**config.mk**
```make
export PLATFORM = sky130hd
export DESIGN_NAME = lenient_utf8_decoder
export DESIGN_NICKNAME = d
export VERILOG_FILES = /design/src/lud_pkg.sv /design/src/lud_step.sv /design/src/lenient_utf8_decoder.sv
export SDC_FILE = /design/constraint.sdc
export NUM_CORES = 1
export LEC_CHECK = 0
export BUFFER_PORTS_ARGS = -buffer_cell sky130_fd_sc_hd__buf_2
export CAP_MARGIN = 30
export CORE_UTILIZATION = 30
export CTS_BUF_LIST = sky130_fd_sc_hd__clkbuf_16
export DETAILED_ROUTE_END_ITERATION = 8
export HOLD_SLACK_MARGIN = 0.06
export PLACE_DENSITY_LB_ADDON = 0.08
export SYNTH_ARGS = -nofsm -noshare
export SYNTH_HDL_FRONTEND = slang
export SYNTH_SLANG_ARGS = --single-unit
```
**constraint.sdc**
```tcl
create_clock -name clk -period 2.4 [get_ports clk]
set_clock_uncertainty 0.15 [all_clocks]
set_input_delay 0.48 -clock clk [delete_from_list [all_inputs] [get_ports clk]]
set_output_delay 0.48 -clock clk [all_outputs]
set_load 0.02 [all_outputs]
```
**src/lud_pkg.sv**
```systemverilog
// ----------------------------------------------------------------------------
// Lenient UTF-8 decoder package
// Shared types and constants for the byte-to-code-point decoder.
// ----------------------------------------------------------------------------
package lud_pkg;

  localparam int unsigned BYTE_W  = 8;
  localparam int unsigned POINT_W = 21;
  localparam int unsigned OWED_W  = 2;
  localparam int unsigned CONT_W  = 6;

  // Lead byte thresholds.
  localparam logic [BYTE_W-1:0] LEAD4_MIN = 8'hF0;
  localparam logic [BYTE_W-1:0] LEAD3_MIN = 8'hE0;
  localparam logic [BYTE_W-1:0] LEAD2_MIN = 8'hC0;
  localparam logic [BYTE_W-1:0] CONT_MIN  = 8'h80;

  // Payload masks.
  localparam logic [BYTE_W-1:0] LEAD4_MASK = 8'h07;
  localparam logic [BYTE_W-1:0] LEAD3_MASK = 8'h0F;
  localparam logic [BYTE_W-1:0] LEAD2_MASK = 8'h1F;
  localparam logic [BYTE_W-1:0] CONT_MASK  = 8'h3F;

  // Continuation bytes still owed after each kind of lead byte.
  localparam logic [OWED_W-1:0] OWED_NONE  = 2'd0;
  localparam logic [OWED_W-1:0] OWED_LEAD2 = 2'd1;
  localparam logic [OWED_W-1:0] OWED_LEAD3 = 2'd2;
  localparam logic [OWED_W-1:0] OWED_LEAD4 = 2'd3;

  typedef struct packed {
    logic [BYTE_W-1:0] text_byte;
    logic              final_byte;
  } lud_in_t;

  typedef struct packed {
    logic [POINT_W-1:0] code_point;
    logic               has_point;
    logic               end_of_text;
  } lud_out_t;

  // Decoder state carried from one byte to the next.
  typedef struct packed {
    logic [POINT_W-1:0] partial_point;
    logic [OWED_W-1:0]  bytes_owed;
  } lud_state_t;

  // What one decode step produces.
  typedef struct packed {
    lud_state_t state_nxt;
    logic       emit;
    lud_out_t   result;
  } lud_step_t;

endpackage

```
**src/lud_step.sv**
```systemverilog
// ----------------------------------------------------------------------------
// Lenient UTF-8 decoder step
// Combinational decode of one byte against the current sequence state.
// ----------------------------------------------------------------------------
module lud_step (
  input  lud_pkg::lud_in_t    item,
  input  lud_pkg::lud_state_t state,
  output lud_pkg::lud_step_t  step
);
  import lud_pkg::*;

  logic [POINT_W-1:0] shifted;
  logic [BYTE_W-1:0]  b;
  logic               got;
  logic [POINT_W-1:0] point;
  lud_state_t         st_nxt;

  assign b       = item.text_byte;
  assign shifted = {state.partial_point[POINT_W-CONT_W-1:0], b[CONT_W-1:0]};

  always_comb begin
    got    = 1'b0;
    point  = '0;
    st_nxt = state;
    priority if (state.bytes_owed != OWED_NONE) begin
      // Continuation byte: taken without checking its top bits.
      st_nxt.bytes_owed    = state.bytes_owed - OWED_W'(1);
      st_nxt.partial_point = shifted;
      if (state.bytes_owed == OWED_LEAD2) begin
        got                  = 1'b1;
        point                = shifted;
        st_nxt.partial_point = '0;
      end
    end else if (b >= LEAD4_MIN) begin
      st_nxt.partial_point = POINT_W'(b & LEAD4_MASK);
      st_nxt.bytes_owed    = OWED_LEAD4;
    end else if (b >= LEAD3_MIN) begin
      st_nxt.partial_point = POINT_W'(b & LEAD3_MASK);
      st_nxt.bytes_owed    = OWED_LEAD3;
    end else if (b >= LEAD2_MIN) begin
      st_nxt.partial_point = POINT_W'(b & LEAD2_MASK);
      st_nxt.bytes_owed    = OWED_LEAD2;
    end else if (b < CONT_MIN) begin
      got   = 1'b1;
      point = POINT_W'(b);
    end else begin
      // Stray continuation byte in lead position is dropped.
      got = 1'b0;
    end

    // The end of the text discards any unfinished sequence.
    if (item.final_byte) begin
      st_nxt = '0;
    end

    step.state_nxt          = st_nxt;
    step.emit               = got | item.final_byte;
    step.result.code_point  = point;
    step.result.has_point   = got;
    step.result.end_of_text = item.final_byte;
  end

endmodule

```
**src/lenient_utf8_decoder.sv**
```systemverilog
// ----------------------------------------------------------------------------
// Lenient UTF-8 decoder
// Turns a byte stream into code points without validating continuations.
// ----------------------------------------------------------------------------
// The input channel takes one text byte per transfer, with final_byte set on
// the last byte of a text. The output channel gives one transfer for each
// completed code point, and one for the final byte: that transfer carries
// end_of_text, and has_point is clear when the final byte finished no point.
// Bytes that finish nothing (leads, inner continuations, stray continuation
// bytes) give no output transfer.
// An accepted byte sits in the input register, is decoded there against
// the sequence state and lands in the output register, from which its
// result is offered. The block takes one byte every cycle while the
// output is not stalled; the throughput is set by the single decode stage,
// which updates the state for each byte that it decodes.
// When the receiver stalls, the output register holds its result and the
// input register fills, after which in_stall is raised until the result
// is taken. Reset empties both registers and clears the sequence state,
// so decoding restarts at a lead position.
// ----------------------------------------------------------------------------
module lenient_utf8_decoder (
  input  logic              clk,
  input  logic              rst_n,
  input  logic              in_valid,
  output logic              in_stall,
  input  lud_pkg::lud_in_t  in_data,
  output logic              out_valid,
  input  logic              out_stall,
  output lud_pkg::lud_out_t out_data
);
  import lud_pkg::*;

  logic       in_valid_r;
  lud_in_t    in_data_r;
  lud_state_t state_r;
  logic       out_valid_r;
  lud_out_t   out_data_r;
  lud_step_t  step;
  logic       advance;
  logic       out_free;

  lud_step u_step (
    .item  (in_data_r),
    .state (state_r),
    .step  (step)
  );

  // The output register can take a new result when empty or being drained.
  assign out_free = !out_valid_r || !out_stall;
  assign advance  = in_valid_r && out_free;
  assign in_stall = in_valid_r && !out_free;

  always_ff @(posedge clk) begin
    if (!rst_n) begin
      in_valid_r <= 1'b0;
    end else if (!in_stall) begin
      in_valid_r <= in_valid;
    end
  end

  always_ff @(posedge clk) begin
    if (in_valid && !in_stall) begin
      in_data_r <= in_data;
    end
  end

  always_ff @(posedge clk) begin
    if (!rst_n) begin
      state_r <= '0;
    end else if (advance) begin
      state_r <= step.state_nxt;
    end
  end

  always_ff @(posedge clk) begin
    if (!rst_n) begin
      out_valid_r <= 1'b0;
    end else if (out_free) begin
      out_valid_r <= advance && step.emit;
    end
  end

  always_ff @(posedge clk) begin
    if (advance && step.emit) begin
      out_data_r <= step.result;
    end
  end

  assign out_valid = out_valid_r;
  assign out_data  = out_data_r;

  // An empty result only ever marks the end of a text.
  assert property (@(posedge clk) disable iff (!rst_n)
    out_valid && !out_data.has_point |-> out_data.end_of_text)
    else $error("empty result without end_of_text");

  // An empty result carries a zero code point.
  assert property (@(posedge clk) disable iff (!rst_n)
    out_valid && !out_data.has_point |-> out_data.code_point == '0)
    else $error("empty result with nonzero code point");

  // Consuming the final byte of a text leaves a cleared state.
  assert property (@(posedge clk) disable iff (!rst_n)
    advance && in_data_r.final_byte |=> state_r == '0)
    else $error("state not cleared after final byte");

  // No partial point is held while no continuation bytes are owed.
  assert property (@(posedge clk) disable iff (!rst_n)
    state_r.bytes_owed == OWED_NONE |-> state_r.partial_point == '0)
    else $error("partial point left over at lead position");

endmodule
```
Yosys cells after proc, flatten, opt, wreduce, memory -nomap -nowiden. Index checks and enable logic that the tools add are counted.

Bits in registers: 51. Input port bits: 13. Output and inout bits: 25. Logic and storage cells: 46.

Add/subtract/negate cells: 1. $lt $le $gt $ge: 4. Equal/unequal tests: 1. Mux-type cells: 18. Bitwise logic cells: 1. Reduce and logical (&&, ||, !) cells: 12.

Operator list (count): two-way mux 21 bit (5); two-way mux 17 bit (5); >= comparator 8 bit (second input constant) (3); two-way mux 15 bit (1); less-than comparator 8 bit (second input constant) (1); two-way mux 8 bit (1); two-way mux 1 bit (6); nonzero test 5 bit (1); logical AND 1 bit (4); logical NOT 1 bit (4); equality test 2 x 1 -> 1 bit (second input constant) (1); AND reduction 2 bit (1); nonzero test 2 bit (1); subtractor 2 x 1 -> 2 bit (second input constant) (1); logical OR 1 bit (1); OR 1 bit (1).

Longest topological paths before layout.
Depth after elaboration: 8. Gate-level depth with buffers: 6. Depth with buffers taken out: 4.

By module. A second synthesis with hierarchy kept.

Cell total of the unflattened synthesis: 226. Area total of the unflattened synthesis: 2531.2 µm².

Modules (own cells, without submodules): lenient_utf8_decoder (instances 1, cells an instance 141, area an instance 1980.6 µm²); lud_step (instances 1, cells an instance 85, area an instance 550.5 µm²).

Worst setup path after synthesis. Ideal clock, no wire load.

Path type: register to register. From: register in_data_r[8] (netlist name). To: register out_data_r, in the netlist out_data[0] (enable). Setup time: 403 ps. Arrival time: 1905 ps. Data required time: 1847 ps. Path slack: -58 ps. Cell stages (with the launch flop): 5. Cells stage by stage: edfxtp_1 -> nor2b_1 -> nor2_1 -> nor2_1 -> nor2_1.

RTL lines: start: declaration (line lenient_utf8_decoder.sv:34) `lud_in_t in_data_r;`; start signal: assignment (line lenient_utf8_decoder.sv:63) `in_data_r <= in_data;`; end signal: assignment (line lenient_utf8_decoder.sv:85) `out_data_r <= step.result;`; end: declaration (line lenient_utf8_decoder.sv:37) `lud_out_t out_data_r;`.

Final worst setup path.
From: register in_data_r[0] (netlist name). To: register state_r[6] (netlist name).

Cells in the longest elaborated chain, start to end: 2.

Ends and longest elaborated chain: nonzero test 5 bit (no line); AND reduction 2 bit (no line); end signal: assignment (line lenient_utf8_decoder.sv:71) `state_r <= step.state_nxt;`; end: declaration (line lenient_utf8_decoder.sv:35) `lud_state_t state_r;`.

Several ways; a longest one is shown, not always the timed one. A chain may end at the register's enable or synchronous reset.

==> metrics <==
status=finished, final reports clean; clock root cell=clkbuf_16; # rows=29; Die ar.=0.00685 mm2; io pins=38; nets=209; CTS H-tree depth=2; synthesized cell area=0.00196 mm2; Final Hold Slack=roughly 0.22 ns; CP Data Arrival Time=approximately 1.8 ns; ratio of cells with drive above 1 in the final layout=0.269; fin cells=approximately 270; EDFF count, synth=32; HPWL after DPL=2540 um; Leak Pwr=between 0.9 and 1 nW; Vias=approximately 1.3k; peak supply drop=about 260 uV; crit path time final=between 1.5 and 2 ns; Max-Cap Viols=0; Die Wd=about 83 um; Final setup viols=0; Max Slew Vio Count=0; Tcrit/Tclk final=0.737; Detail Route Antenna Nets=0; routed wire length=between 3000 and 4000 um; initial antenna violation count=0; GP Congestion=between 0.7 and 0.8; largest net degree at the start of global routing=24; final setup TNS=0 ns; Seq/Total Area, Yosys=0.686; Startpoint Class=flip-flop; hold-fix buffers at CTS=0; Crit Path Max Fanout=13; CP endpoint kind=flip-flop; Post-Syn Area per Cell=roughly 13 um2; CP required=between 2 and 2.5 ns; wire per inst=roughly 13 um; clk sinks=just over 50; worst slew pin tran=between 0.4 and 0.5 ns; Reg area=0.00134 mm2; Synth async-reset ratio=0; Fill cells=between 600 and 700; synthesis-to-layout area growth=22.3%; yosys warns=0; total power per unit cell area=780 mW/mm2; Final Hold Viols=0; port buffer count=37; Setup CP Type=reg -> reg; overall power=about 0.0019 W; number of distinct library cells after synthesis=30; first-pass GRT wire length=about 6000 um; DRC Markers=0; CTS tree=built; Post-CTS Setup Inserts=0; clock slew at reported path FFs=about 0.06 ns; Total GRT Usage=0.122; worst skew pair latency=approximately 0.28 ns; multi-input combinational cell area=569 um2; RSZ-0062 raised after global routing=no; ys flop type=edfxtp_1; most common cell after layout, fill and taps aside=buf_2; post-CTS sizing=0; grt ovf=0; Pre-Repair DR Iteration Count=4; Yosys reg bits=51; via count of the first global-routing pass=1241; Gate Count Post-Synth=about 160; Initial Util=0.310; CTS max path bufs=2; fmax=around 570 MHz; Die H=roughly 83 um; iteration-0 DRC count of the detailed router=between 60 and 70; Slew headroom=0.722; diodes inserted=0; core area=around 0.0063 mm2; most frequent cells in the layout=37 x buf_2, 32 x edfxtp_1, 23 x nand3_1; Worst Hold Class=in -> reg; TritonCTS Buffers=5; via/cell ratio=4.76; DP Cell Count=between 200 and 300; Final Util=0.379; Synthesized Nets=around 170
==> layout make-up <==
cell class	instances	area share
Inverter	1	0.00157
Sequential cell	51	0.561
Timing Repair Buffer	41	0.0900
Tap cell	77	0.0403
Clock inverter	3	0.0173
Multi-Input combinational cell	96	0.238
Clock buffer	5	0.0523
==> where the power goes <==
group          internal, W  switching [W]  total, W
Sequential        0.000961      0.0000173  0.000978
Combinational    0.0000384      0.0000690  0.000107
Clock             0.000488       0.000294  0.000781
Total              0.00149       0.000380   0.00187
==> critical path, cell delays in order, from the launching register on <==
cell and delay [ns]:
edfxtp_1 0.54, a2111oi_4 0.51, or2_4 0.28, nand3_1 0.09, o21ai_0 0.11
==> metal layers <==
layer / global-route usage / share of wire / vias to the layer above
li1: - / - / 639
met1: 0.152 / 0.46 / 618
met2: 0.204 / 0.47 / 39
met3: 0.0231 / 0.048 / 7
met4: 0.0569 / 0.017 / 0
met5: 0 / 0 / -
==> sequential cells by signal, summed over array words and instances, names as in the netlist <==
name	count
out_data	23
out_valid	1
state_r	17
in_valid_r	1
in_data_r	9
==> through the flow <==
stage	setup WS (ns)	area (um2)
global placement	0.617	2230
floorplan	0.307	1960
CTS	0.634	2390
finish	0.630	2390
global route	0.519	2390
detailed placement	0.585	2230
==> path summary, 6_finish.rpt <==
| check | from | endpoint | slack [ns] | cells past startpoint |
|---|---|---|---|---|
| min | in_data[3] | in_data_r[3] | 0.22 | 1 |
| max | in_data_r[0] | state_r[6] | 0.63 | 4 |
| max reg2reg | in_data_r[0] | state_r[6] | 0.63 | 4 |
| min reg2reg | state_r[12] | state_r[12] | 0.30 | 2 |
==> kinds of logic (layout without fill, tap and decap cells) <==
kind of cell | Yosys count | after routing | synth area share
and+or+nand+nor | 74 | 74 | 0.203
buffers and inverters | 9 | 50 | 0.0243
DFF | 51 | 51 | 0.686
AOI/OAI and AO/OA | 22 | 22 | 0.0864
==> cells in the mapped netlist, drive strengths merged, types with 2 or more instances <==
cell    instances  area [um2]
buf             6        36.3
a21boi          5        37.5
clkbuf          2        7.51
nand2          11        41.3
nor2b           5        31.3
and2           19         119
nand3          23         115
nor2            7        28.8
a21oi           2        10.0
dfxtp          19         380
a32o            2        20.0
o21ai           8        40.0
nor3b           2        15.0
edfxtp         32         961
No activity file was read; power rests on OpenSTA's default activity.
